### src/rtl/bemf_pkg.sv
// Shared widths, codes and reset constants for the back-EMF speed regulator.
// Used by bemf_div and back_emf_speed_regulator; depends on nothing.
package bemf_pkg;

  // Field widths
  localparam int unsigned ADC_BITS   = 10;
  localparam int unsigned COUNT_BITS = 16;
  localparam int unsigned SUM_W      = ADC_BITS + COUNT_BITS;
  localparam int unsigned DIV_CNT_W  = $clog2(SUM_W + 1);
  localparam int unsigned TIME_W     = 32;
  localparam int unsigned SPEED_W    = 8;
  localparam int unsigned CFG_IDX_W  = 3;

  // Phase codes
  localparam logic [1:0] PH_RUN     = 2'd0;
  localparam logic [1:0] PH_DRAIN   = 2'd1;
  localparam logic [1:0] PH_MEASURE = 2'd2;

  // Action codes
  localparam logic [1:0] ACT_NONE = 2'd0;
  localparam logic [1:0] ACT_STOP = 2'd1;
  localparam logic [1:0] ACT_EXEC = 2'd2;

  // Register indexes
  localparam logic [CFG_IDX_W-1:0] REG_TARGET_A = 3'd0;
  localparam logic [CFG_IDX_W-1:0] REG_TARGET_B = 3'd1;
  localparam logic [CFG_IDX_W-1:0] REG_RUN      = 3'd2;
  localparam logic [CFG_IDX_W-1:0] REG_DRAIN    = 3'd3;
  localparam logic [CFG_IDX_W-1:0] REG_MEASURE  = 3'd4;

  // Reset values of the period registers
  localparam logic [TIME_W-1:0] RUN_RESET     = 32'd100000;
  localparam logic [TIME_W-1:0] DRAIN_RESET   = 32'd2000;
  localparam logic [TIME_W-1:0] MEASURE_RESET = 32'd2000;

  // Speed clamp ceiling
  localparam int unsigned SPEED_MAX = 255;

endpackage

### src/rtl/bemf_div.sv
// Bit-serial restoring divider: one quotient bit per cycle, SUM_W quotient bits a run.
// Depends on bemf_pkg for the dividend, divisor and counter widths.
module bemf_div (
  input  logic                               clk_i,
  input  logic                               rst_ni,
  input  logic                               start_i,
  input  logic [bemf_pkg::SUM_W-1:0]         dividend_i,
  input  logic [bemf_pkg::COUNT_BITS-1:0]    divisor_i,
  output logic                               busy_o,
  output logic                               done_o,
  output logic [bemf_pkg::SUM_W-1:0]         quotient_o
);

  logic                               busy_q, busy_d;
  logic [bemf_pkg::DIV_CNT_W-1:0]     cnt_q, cnt_d;
  logic [bemf_pkg::SUM_W-1:0]         quo_q, quo_d;
  logic [bemf_pkg::COUNT_BITS-1:0]    rem_q, rem_d;
  logic [bemf_pkg::COUNT_BITS-1:0]    div_q, div_d;
  logic [bemf_pkg::COUNT_BITS:0]      shifted;
  logic [bemf_pkg::COUNT_BITS:0]      trial;
  logic                               last;

  // Bring down the next dividend bit and try the subtract
  assign shifted = {rem_q, quo_q[bemf_pkg::SUM_W-1]};
  assign trial   = shifted - {1'b0, div_q};
  assign last    = (cnt_q == bemf_pkg::DIV_CNT_W'(bemf_pkg::SUM_W - 1));

  always_comb begin
    busy_d = busy_q;
    cnt_d  = cnt_q;
    quo_d  = quo_q;
    rem_d  = rem_q;
    div_d  = div_q;
    if (start_i) begin
      busy_d = 1'b1;
      cnt_d  = '0;
      quo_d  = dividend_i;
      rem_d  = '0;
      div_d  = divisor_i;
    end else if (busy_q) begin
      // Restore when the trial goes negative, else keep the difference
      if (shifted >= {1'b0, div_q}) begin
        rem_d = trial[bemf_pkg::COUNT_BITS-1:0];
        quo_d = {quo_q[bemf_pkg::SUM_W-2:0], 1'b1};
      end else begin
        rem_d = shifted[bemf_pkg::COUNT_BITS-1:0];
        quo_d = {quo_q[bemf_pkg::SUM_W-2:0], 1'b0};
      end
      cnt_d = cnt_q + 1'b1;
      if (last) begin
        busy_d = 1'b0;
      end
    end
  end

  // Control state
  always_ff @(posedge clk_i or negedge rst_ni) begin
    if (!rst_ni) begin
      busy_q <= 1'b0;
      cnt_q  <= '0;
    end else begin
      busy_q <= busy_d;
      cnt_q  <= cnt_d;
    end
  end

  // Datapath shift registers
  always_ff @(posedge clk_i) begin
    quo_q <= quo_d;
    rem_q <= rem_d;
    div_q <= div_d;
  end

  assign busy_o     = busy_q;
  assign done_o     = busy_q && last;
  assign quotient_o = quo_q;

endmodule

### src/rtl/back_emf_speed_regulator.sv
// Top level of the two-motor back-EMF speed regulator: sequencer, state,
// configuration registers and output register. Depends on bemf_pkg, bemf_div.
//
// Usage:
//   Input channel (in_valid_i/in_ready_o) carries one service tick per beat:
//   timestamp, moving flag, one ADC sample per motor and the present speeds.
//   Output channel (out_valid_o/out_ready_i) returns exactly one beat per
//   tick: action, held left/right speed commands and the phase after the tick.
//   Configuration channel (cfg_valid_i/cfg_ready_o, cfg_index_i, cfg_data_i)
//   writes the targets and periods; it is always ready. It is to be written
//   only while the block is idle, which the user must keep to; the block
//   itself does not enforce it. Indexes beyond the register list are ignored.
//   A tick that ends a measure window runs both channel averages through
//   bit-serial dividers, one quotient bit per cycle, before its result is
//   loaded. The next tick is accepted no earlier than the cycle after the
//   result is loaded. The dividend width (ADC_BITS + COUNT_BITS) sets the
//   divide length. Reset clears the sequencer, regulator state and targets
//   and restores the period registers to their defaults. When the receiver
//   stalls, the finished beat holds in the output register; one further
//   tick is accepted and computed, then waits.
module back_emf_speed_regulator (
  input  logic                              clk_i,
  input  logic                              rst_ni,
  // Configuration
  input  logic                              cfg_valid_i,
  output logic                              cfg_ready_o,
  input  logic [bemf_pkg::CFG_IDX_W-1:0]    cfg_index_i,
  input  logic [bemf_pkg::TIME_W-1:0]       cfg_data_i,
  // Tick input
  input  logic                              in_valid_i,
  output logic                              in_ready_o,
  input  logic [bemf_pkg::TIME_W-1:0]       time_us_i,
  input  logic                              moving_i,
  input  logic [bemf_pkg::ADC_BITS-1:0]     sample_a_i,
  input  logic [bemf_pkg::ADC_BITS-1:0]     sample_b_i,
  input  logic [bemf_pkg::SPEED_W-1:0]      current_left_speed_i,
  input  logic [bemf_pkg::SPEED_W-1:0]      current_right_speed_i,
  // Result output
  output logic                              out_valid_o,
  input  logic                              out_ready_i,
  output logic [1:0]                        action_o,
  output logic [bemf_pkg::SPEED_W-1:0]      left_speed_o,
  output logic [bemf_pkg::SPEED_W-1:0]      right_speed_o,
  output logic [1:0]                        phase_o
);

  localparam int unsigned DIFF_W = bemf_pkg::SUM_W + 3;

  localparam logic [2:0] ST_IDLE = 3'd0;
  localparam logic [2:0] ST_EVAL = 3'd1;
  localparam logic [2:0] ST_DIV  = 3'd2;
  localparam logic [2:0] ST_ADJ  = 3'd3;
  localparam logic [2:0] ST_OUT  = 3'd4;

  // Configuration registers
  logic [bemf_pkg::ADC_BITS-1:0]   target_a_q, target_b_q;
  logic [bemf_pkg::TIME_W-1:0]     run_q, drain_q, measure_q;

  // Sequencer and regulator state
  logic [2:0]                      state_q, state_d;
  logic [1:0]                      phase_q, phase_d;
  logic [1:0]                      action_q, action_d;
  logic [bemf_pkg::TIME_W-1:0]     last_time_q, last_time_d;
  logic [bemf_pkg::SUM_W-1:0]      sum_a_q, sum_a_d, sum_b_q, sum_b_d;
  logic [bemf_pkg::COUNT_BITS-1:0] count_q, count_d;
  logic [bemf_pkg::SPEED_W-1:0]    held_l_q, held_l_d, held_r_q, held_r_d;

  // Captured tick
  logic [bemf_pkg::TIME_W-1:0]     time_q;
  logic                            moving_q;
  logic [bemf_pkg::ADC_BITS-1:0]   sa_q, sb_q;
  logic [bemf_pkg::SPEED_W-1:0]    cl_q, cr_q;

  // Output register
  logic                            out_valid_q, out_valid_d;
  logic [1:0]                      out_action_q, out_phase_q;
  logic [bemf_pkg::SPEED_W-1:0]    out_left_q, out_right_q;
  logic                            out_load;

  // Evaluation and divider signals
  logic [bemf_pkg::TIME_W-1:0]     elapsed;
  logic                            div_start;
  logic                            div_a_busy, div_b_busy, div_a_done, div_b_done;
  logic [bemf_pkg::SUM_W-1:0]      quo_a, quo_b;
  logic [bemf_pkg::SPEED_W-1:0]    new_l, new_r;

  assign cfg_ready_o = 1'b1;
  assign in_ready_o  = (state_q == ST_IDLE);
  assign elapsed     = time_q - last_time_q;

  // Write configuration registers
  always_ff @(posedge clk_i or negedge rst_ni) begin
    if (!rst_ni) begin
      target_a_q <= '0;
      target_b_q <= '0;
      run_q      <= bemf_pkg::RUN_RESET;
      drain_q    <= bemf_pkg::DRAIN_RESET;
      measure_q  <= bemf_pkg::MEASURE_RESET;
    end else if (cfg_valid_i) begin
      unique case (cfg_index_i)
        bemf_pkg::REG_TARGET_A: target_a_q <= cfg_data_i[bemf_pkg::ADC_BITS-1:0];
        bemf_pkg::REG_TARGET_B: target_b_q <= cfg_data_i[bemf_pkg::ADC_BITS-1:0];
        bemf_pkg::REG_RUN:      run_q      <= cfg_data_i;
        bemf_pkg::REG_DRAIN:    drain_q    <= cfg_data_i;
        bemf_pkg::REG_MEASURE:  measure_q  <= cfg_data_i;
        default: ;
      endcase
    end
  end

  // Average, half the signed error, clamp: one channel
  function automatic logic [bemf_pkg::SPEED_W-1:0] adjust(
    input logic [bemf_pkg::SUM_W-1:0]    quo,
    input logic                          count_zero,
    input logic [bemf_pkg::ADC_BITS-1:0] target,
    input logic [bemf_pkg::SPEED_W-1:0]  held
  );
    logic [bemf_pkg::SUM_W-1:0] avg;
    logic signed [DIFF_W-1:0]   diff;
    logic signed [DIFF_W-1:0]   half;
    logic signed [DIFF_W-1:0]   v;
    avg  = count_zero ? '0 : quo;
    diff = $signed(DIFF_W'(target)) - $signed({3'b000, avg});
    // Truncate toward zero: bias negatives by one before the shift
    half = (diff + $signed(DIFF_W'(diff[DIFF_W-1]))) >>> 1;
    v    = $signed(DIFF_W'(held)) + half;
    if (v < 0) begin
      adjust = '0;
    end else if (v > $signed(DIFF_W'(bemf_pkg::SPEED_MAX))) begin
      adjust = bemf_pkg::SPEED_W'(bemf_pkg::SPEED_MAX);
    end else begin
      adjust = v[bemf_pkg::SPEED_W-1:0];
    end
  endfunction

  assign new_l = adjust(quo_a, count_q == '0, target_a_q, held_l_q);
  assign new_r = adjust(quo_b, count_q == '0, target_b_q, held_r_q);

  // Sequence one tick
  always_comb begin
    state_d     = state_q;
    phase_d     = phase_q;
    action_d    = action_q;
    last_time_d = last_time_q;
    sum_a_d     = sum_a_q;
    sum_b_d     = sum_b_q;
    count_d     = count_q;
    held_l_d    = held_l_q;
    held_r_d    = held_r_q;
    div_start   = 1'b0;
    out_load    = 1'b0;
    unique case (state_q)
      ST_IDLE: begin
        if (in_valid_i) begin
          state_d = ST_EVAL;
        end
      end
      ST_EVAL: begin
        action_d = bemf_pkg::ACT_NONE;
        state_d  = ST_OUT;
        if (target_a_q != '0 || target_b_q != '0) begin
          priority if (phase_q == bemf_pkg::PH_DRAIN) begin
            if (elapsed > drain_q) begin
              phase_d     = bemf_pkg::PH_MEASURE;
              sum_a_d     = '0;
              sum_b_d     = '0;
              count_d     = '0;
              last_time_d = time_q;
            end
          end else if (phase_q == bemf_pkg::PH_MEASURE) begin
            // Accumulate unless the count has saturated
            if (count_q != '1) begin
              sum_a_d = sum_a_q + bemf_pkg::SUM_W'(sa_q);
              sum_b_d = sum_b_q + bemf_pkg::SUM_W'(sb_q);
              count_d = count_q + 1'b1;
            end
            if (elapsed > measure_q) begin
              div_start   = 1'b1;
              action_d    = bemf_pkg::ACT_EXEC;
              phase_d     = bemf_pkg::PH_RUN;
              last_time_d = time_q;
              state_d     = ST_DIV;
            end
          end else begin
            phase_d = bemf_pkg::PH_RUN;
            if (moving_q && elapsed > run_q) begin
              held_l_d    = cl_q;
              held_r_d    = cr_q;
              action_d    = bemf_pkg::ACT_STOP;
              phase_d     = bemf_pkg::PH_DRAIN;
              last_time_d = time_q;
            end
          end
        end
      end
      ST_DIV: begin
        if (div_a_done) begin
          state_d = ST_ADJ;
        end
      end
      ST_ADJ: begin
        held_l_d = new_l;
        held_r_d = new_r;
        state_d  = ST_OUT;
      end
      ST_OUT: begin
        // Load the result once the output register is free
        if (!out_valid_q || out_ready_i) begin
          out_load = 1'b1;
          state_d  = ST_IDLE;
        end
      end
      default: state_d = ST_IDLE;
    endcase
  end

  assign out_valid_d = out_load ? 1'b1 : (out_ready_i ? 1'b0 : out_valid_q);

  // Control and regulator state
  always_ff @(posedge clk_i or negedge rst_ni) begin
    if (!rst_ni) begin
      state_q     <= ST_IDLE;
      phase_q     <= bemf_pkg::PH_RUN;
      action_q    <= bemf_pkg::ACT_NONE;
      last_time_q <= '0;
      sum_a_q     <= '0;
      sum_b_q     <= '0;
      count_q     <= '0;
      held_l_q    <= '0;
      held_r_q    <= '0;
      out_valid_q <= 1'b0;
    end else begin
      state_q     <= state_d;
      phase_q     <= phase_d;
      action_q    <= action_d;
      last_time_q <= last_time_d;
      sum_a_q     <= sum_a_d;
      sum_b_q     <= sum_b_d;
      count_q     <= count_d;
      held_l_q    <= held_l_d;
      held_r_q    <= held_r_d;
      out_valid_q <= out_valid_d;
    end
  end

  // Capture the tick beat
  always_ff @(posedge clk_i) begin
    if (in_valid_i && in_ready_o) begin
      time_q   <= time_us_i;
      moving_q <= moving_i;
      sa_q     <= sample_a_i;
      sb_q     <= sample_b_i;
      cl_q     <= current_left_speed_i;
      cr_q     <= current_right_speed_i;
    end
  end

  // Hold the result beat
  always_ff @(posedge clk_i) begin
    if (out_load) begin
      out_action_q <= action_q;
      out_phase_q  <= phase_q;
      out_left_q   <= held_l_q;
      out_right_q  <= held_r_q;
    end
  end

  // Channel averages: two serial dividers run in lock step
  bemf_div u_div_a (
    .clk_i      (clk_i),
    .rst_ni     (rst_ni),
    .start_i    (div_start),
    .dividend_i (sum_a_d),
    .divisor_i  (count_d),
    .busy_o     (div_a_busy),
    .done_o     (div_a_done),
    .quotient_o (quo_a)
  );

  bemf_div u_div_b (
    .clk_i      (clk_i),
    .rst_ni     (rst_ni),
    .start_i    (div_start),
    .dividend_i (sum_b_d),
    .divisor_i  (count_d),
    .busy_o     (div_b_busy),
    .done_o     (div_b_done),
    .quotient_o (quo_b)
  );

  assign out_valid_o   = out_valid_q;
  assign action_o      = out_action_q;
  assign left_speed_o  = out_left_q;
  assign right_speed_o = out_right_q;
  assign phase_o       = out_phase_q;

  // Phase register never takes the unused code
  a_phase_legal : assert property (@(posedge clk_i) disable iff (!rst_ni)
    phase_q != 2'd3)
    else $error("phase register holds unused code");

  // Both dividers finish together
  a_div_lockstep : assert property (@(posedge clk_i) disable iff (!rst_ni)
    (div_a_busy == div_b_busy) && (div_a_done == div_b_done))
    else $error("channel dividers out of step");

  // No tick is taken while a divide is running
  a_idle_div : assert property (@(posedge clk_i) disable iff (!rst_ni)
    in_ready_o |-> !div_a_busy)
    else $error("input ready during divide");

  // An execute beat always returns to running, a stop beat to draining
  a_action_phase : assert property (@(posedge clk_i) disable iff (!rst_ni)
    out_valid_o |-> ((action_o != bemf_pkg::ACT_EXEC || phase_o == bemf_pkg::PH_RUN) &&
                     (action_o != bemf_pkg::ACT_STOP || phase_o == bemf_pkg::PH_DRAIN)))
    else $error("result action and phase disagree");

endmodule
### config.mk
export PLATFORM = sky130hd
export DESIGN_NAME = back_emf_speed_regulator
export DESIGN_NICKNAME = d
export VERILOG_FILES = /design/src/rtl/bemf_pkg.sv /design/src/rtl/bemf_div.sv /design/src/rtl/back_emf_speed_regulator.sv
export SDC_FILE = /design/constraint.sdc
export NUM_CORES = 1
export LEC_CHECK = 0
export BUFFER_PORTS_ARGS = -buffer_cell sky130_fd_sc_hd__buf_2
export CAP_MARGIN = 20
export CORE_MARGIN = 2
export CORE_UTILIZATION = 55
export CTS_CLUSTER_SIZE = 24
export DETAILED_ROUTE_END_ITERATION = 7
export HOLD_SLACK_MARGIN = 0.06
export PLACE_DENSITY = 0.75
export SYNTH_ARGS = -nofsm -noshare
export SYNTH_HDL_FRONTEND = slang
export SYNTH_SLANG_ARGS = --single-unit
### constraint.sdc
create_clock -name clk_i -period 19.3 [get_ports clk_i]
set_input_delay 0.965 -clock clk_i [delete_from_list [all_inputs] [get_ports clk_i]]
set_output_delay 0.965 -clock clk_i [all_outputs]
set_load 0.01 [all_outputs]
# After elaboration in Yosys (flattened, before gate mapping)
# Cells that the tools add are included.
[op_classes] n_addsub=14 n_lt_le_gt_ge=9 n_eq_ne=22 muxes=83 reduce_logical=25
[op_table] op="$mux W26" count=18
[op_table] op="$mux W32" count=5
[op_table] op="$mux W16" count=8
[op_table] op="$gt A32 B32 Y1" count=3
[op_table] op="$mux W8" count=12
[op_table] op="$add A27 B2 Y28" count=2
[op_table] op="$add A9 B27 Y28" count=2
[op_table] op="$gt A28 B9 Y1 const B" count=2
[op_table] op="$lt A28 B1 Y1 const B" count=2
[op_table] op="$sub A10 B26 Y27" count=2
[op_table] op="$add A26 B10 Y26" count=2
[op_table] op="$ge A17 B16 Y1" count=2
[op_table] op="$pmux W8 S2" count=2
[op_table] op="$sub A16 B16 Y16" count=2
[op_table] op="$sub A32 B32 Y32" count=1
[op_table] op="$mux W3" count=7
[op_table] op="$mux W5" count=4
[op_table] op="$reduce_bool A10 Y1" count=2
[op_table] op="$mux W1" count=18
[op_table] op="$add A16 B1 Y16 const B" count=1
[op_table] op="$logic_not A16 Y1" count=1
[op_table] op="$mux W2" count=8
[op_table] op="$ne A16 B16 Y1 const B" count=1
[op_table] op="$pmux W3 S5" count=1
[op_table] op="other kinds (20)" count=45
[totals] ff_bits=441

# Logic depth before layout (Yosys ltp)
[depth] depth_word=9 depth_mapped=33

# By module
# A second synthesis with hierarchy kept.
[hier_totals] cells_unflattened=3034 hier_area_um2=29149.2
[by_module_without_submodules] module="back_emf_speed_regulator" instances=1 cells_each=2408 area_per_inst_um2=22222.6 seq_area_each_um2=8700.8
[by_module_without_submodules] module="bemf_div at u_div_a" instances=1 cells_each=311 area_per_inst_um2=3497.1 seq_area_each_um2=1731.7
[by_module_without_submodules] module="bemf_div at u_div_b" instances=1 cells_each=315 area_per_inst_um2=3429.5 seq_area_each_um2=1731.7

# Worst setup path before layout
# No wires, ideal clock.
[synth_timing] path_type="register to register" startpoint="register count_q[0] in the netlist's numbering" endpoint="register held_l_q[4] in the netlist's numbering" setup_time_ns=0.126 t_arrival_ns=7.349 t_required_ns=19.174 setup_slack_ns=11.825 path_stages_with_launch=34 path_buffers=4 period_less_slack_ns=7.475 path_cell_list="dfrtp_1 inv_1 ha_1 nor4b_1 nand4_1 clkbuf_1 clkbuf_1 clkbuf_1 clkbuf_1 and2_1 ha_1 fa_1 nor2b_1 o21ba_2 o21ai_1 a211oi_1 nor2_1 ha_1 xnor2_1 ha_1 a21o_1 a21oi_1 nor2_1 o31a_1 nor3_1 o21bai_1 and4b_1 a311oi_1 nor3_1 or3_1 a2111oi_2 o2111ai_1 nor2_1 a21oi_1"
[synth_between] elab_chain_len=9
[synth_rtl] item="start, declared" line="back_emf_speed_regulator.sv:65" source="logic [bemf_pkg::COUNT_BITS-1:0] count_q, count_d;"
[synth_rtl] item="start signal, assigned" line="back_emf_speed_regulator.sv:239" source="count_q <= count_d;"
[synth_rtl] item="$logic_not A16 Y1 *" line="back_emf_speed_regulator.sv:136" source="assign new_l = adjust(quo_a, count_q == '0, target_a_q, held_l_q);"
[synth_rtl] item="$mux W26 *" line="back_emf_speed_regulator.sv:122" source="avg = count_zero ? '0 : quo;"
[synth_rtl] item="$sub A10 B26 Y27 *" line="back_emf_speed_regulator.sv:123" source="diff = $signed(DIFF_W'(target)) - $signed({3'b000, avg});"
[synth_rtl] item="$add A27 B2 Y28 *" line="back_emf_speed_regulator.sv:125" source="half = (diff + $signed(DIFF_W'(diff[DIFF_W-1]))) >>> 1;"
[synth_rtl] item="$add A9 B27 Y28 *" line="back_emf_speed_regulator.sv:126" source="v = $signed(DIFF_W'(held)) + half;"
[synth_rtl] item="$gt A28 B9 Y1" line="back_emf_speed_regulator.sv:129" source="end else if (v > $signed(DIFF_W'(bemf_pkg::SPEED_MAX))) begin"
[synth_rtl] item="$mux W8" line="back_emf_speed_regulator.sv:129"
[synth_rtl] item="$mux W8 *" line="back_emf_speed_regulator.sv:127" source="if (v < 0) begin"
[synth_rtl] item="$pmux W8 S2 *" line="back_emf_speed_regulator.sv:152" source="unique case (state_q)"
[synth_rtl] item="end signal, assigned" line="back_emf_speed_regulator.sv:240" source="held_l_q <= held_l_d;"
[synth_rtl] item="end, declared" line="back_emf_speed_regulator.sv:66" source="logic [bemf_pkg::SPEED_W-1:0] held_l_q, held_l_d, held_r_q, held_r_d;"
# Mark *: on every way between the ends. The rest lies on a longest branch, timed or not.
# A chain may end at the register's enable or synchronous reset.

# Worst setup path in the final report
[layout_timing] startpoint="register count_q[0] in the netlist's numbering" endpoint="register held_l_q[2] in the netlist's numbering"
# The elaborated chain is that of the path after synthesis.

==> impl_metrics.ini <==
[status]
run_status = finished clean

[cts]
ctsRootBufferMaster = clkbuf_16
cts_tree = done
insertion_delay_ps = 610
htreeDepth = 2
post_cts_buffers = 0
cts_inserted_buffers = 50
cts_hold_buffers = 0
cts.repair.resized = 0
clk_pin_slew_ps = 60
clock_path_buffers = 3
clock_sinks = 441

[timing]
fin_crit_sh_pct = 42.8
rsz0062_at_grt = no
setup_tns_ps = 0
hold_viol = 0
slew_headroom_pct = 23.8
finalSetupViolCount = 0
post-route-min-period_ps = 8270
slew_violations = 0
fmax_ghz = 0.121
worst_pin_slew_ps = 1140
fin_skew_ps = 26.1

[place]
port_buffers = 130
hpwl_um = 53500
gp_congestion = 0.921
dpl_cell_area_mm2 = 0.0298

[floorplanning]
die_w_um = 231
num_io_pins = 132
core_area_mm2 = 0.0512
die-area_mm2 = 0.0535
rows = 83
die_h_um = 231
initial_core_util_pct = 55.5

[layout]
design_area_mm2 = 0.0316
layout_common_cells = 269 x nand2_1, 246 x o21ai_0, 234 x dfrtp_1
layout_commonest_cell = nand2_1
diodes = 0
drive_above_1_share_pct = 14.2
finalNetCount = 3443
syn_to_final_growth_pct = 11.3

[routing]
drc = 0
wl_um = 72800
routedWlPerCell_um = 19.1
vias = 23400
via_per_inst = 6.13
drtIter0Drc = 1646
firstDrtPassIters = 7
ant_nets = 0

[critical_path]
start_kind = flip-flop
max_stage_delay_ps = 680
end_kind = flip-flop
crit_buf_inv = 2
cp.arrival_ps = 8730
r2r_cells = 30
cpLargestDelayFamily = compound AO/OA/AOI/OAI gates
crit_required_ps = 19770
path_class = flip-flop to flip-flop
crit_top_cell = ha_1
regToRegStartpoint = count_q[0]$_DFF_PN0_
cp_max_fo = 64
slowest_stage = a211oi_1
ff2ff_setup_slack_ps = 11030
worstReg2RegEnd = held_l_q[2]$_DFFE_PN0P_

[pwr]
swShare_pct = 44.8
internal_power_mw = 3.57
power_leakage_nw = 13.7
pwr-share-seq_pct = 24.5
power_frac_clock_pct = 15.2
powerDensity_mw_per_mm2 = 205
p_sw_mw = 2.89
combPwrFrac_pct = 60.3
vdd_drop_max_mv = 0.115

[yosys]
syn_area_per_cell_um2 = 9.52
synth_nets = 3328
synth_area_mm2 = 0.0284
synth-edff-count = 157
synthArstFlopShare_pct = 57.1
seq_area_frac_synth_pct = 41.1
ys.flop_type = dfrtp_1
synthCells = 2984
ys_warn_count = 0
synth-seq-cells = 441
synth_cell_types = 102

[hold_path]
min-delay-path-class = primary input to async pin

[grt]
gr-usage-all-layers_pct = 27.0
grt_pass1_wl_um = 117000
grt_max_degree = 77
antenna_found_initial = 0
grt-ovfl-total = 0
first_global_vias = 23400

[flow_run]
maxCapViolations = 0
## cell type report
| cell class | count | area (um^2) |
|---|---|---|
| clock buffers | 65 | 1450 |
| clock inverters | 29 | 284 |
| fillers | 4185 | 19600 |
| inverters | 228 | 856 |
| multi-input cells | 2216 | 15500 |
| flip-flops and latches | 441 | 11700 |
| well taps | 680 | 851 |
| repair buffers | 162 | 958 |
## stage by stage
step	instances	hold WS [ps]	util, %	setup slack, ps	total power [mW]
2_1_floorplan	2984	419	-	11820	4.44
3_3_place_gp	3723	453	58.2	11530	5.23
3_5_place_dp	3724	458	58.2	11190	5.41
4_1_cts	3818	336	61.6	11130	6.44
5_1_grt	3821	374	61.7	10420	6.99
6_report	3821	349	61.7	11030	6.46
## power by group through the flow
stage | Combinational [mW] | Sequential [mW] | Clock, mW
final | 3.90 | 1.58 | 0.985
after global routing | 4.33 | 1.62 | 1.04
after CTS | 3.85 | 1.59 | 1.01
after detailed placement | 3.81 | 1.60 | 0
after global placement | 3.64 | 1.59 | 0
after floorplan | 2.95 | 1.49 | 0
## sequential cells by signal, summed over array words and instances, names as in the netlist, 10 cells and up
register and count:
u_div_b.quotient_o 26, u_div_b.rem_q 16, time_q 32, u_div_b.div_q 16
sb_q 10, run_q 32, target_b_q 10, u_div_a.quotient_o 26
measure_q 32, u_div_a.rem_q 16, sum_a_q 26, count_q 16
sa_q 10, drain_q 32, last_time_q 32, sum_b_q 26
target_a_q 10
## Yosys cell counts (35+ instances only)
master	number	area share, %
a21o_1	76	2.0
a21oi_1	157	2.8
clkbuf_1	81	1.1
dfrtp_1	234	21
edfxtp_1	157	17
ha_1	226	10
inv_1	227	3.0
mux2_2	124	4.9
nand2_1	269	3.6
nand3_1	60	1.1
nand4_1	54	1.2
nor2_1	223	2.9
nor2b_1	35	0.77
nor3_1	53	0.93
o21a_1	45	1.2
o21ai_0	248	4.4
xnor2_1	84	2.6
## layer usage
layer  share of wire, %  routed length, um  global-route usage (%)
met1                 42              30400                    33.4
met2                 49              35400                    46.7
met3                5.3               3860                    3.62
met4                4.3               3160                    12.4
met5                  0                  0                       0
## cell families after synthesis
group	Yosys count	synth area share [%]
other	1	0.0132
DFF	441	41.1
adders and majority gates	235	10.6
xor gates and xnor gates	119	3.69
and+or+nand+nor	893	15.7
buffers and inverters	327	4.42
muxes	152	5.90
AOI/OAI and AO/OA	816	18.6
## worst max-delay path by stage
stage	endpoint	slack [ps]	start	depth (start not counted)
2_1_floorplan	held_l_q[4]$_DFFE_PN0P_	11820	count_q[0]$_DFF_PN0_	33
3_3_place_gp	held_l_q[4]$_DFFE_PN0P_	11530	count_q[0]$_DFF_PN0_	30
3_5_place_dp	held_l_q[4]$_DFFE_PN0P_	11190	count_q[0]$_DFF_PN0_	30
4_1_cts	held_l_q[2]$_DFFE_PN0P_	11130	count_q[0]$_DFF_PN0_	30
5_1_grt	held_l_q[2]$_DFFE_PN0P_	10420	count_q[0]$_DFF_PN0_	30
6_report	held_l_q[2]$_DFFE_PN0P_	11030	count_q[0]$_DFF_PN0_	30
## worst register-to-register path: cells and delay by family (launching register included)
kind / cells / cell delay (ps)
xor gates and xnor gates: 1 / 300
buffers and inverters: 2 / 450
DFF: 1 / 410
and+or+nand+nor: 11 / 2450
adders and majority gates: 5 / 1360
AOI/OAI and AO/OA: 11 / 3150
Power figures use the tool's default switching activity.
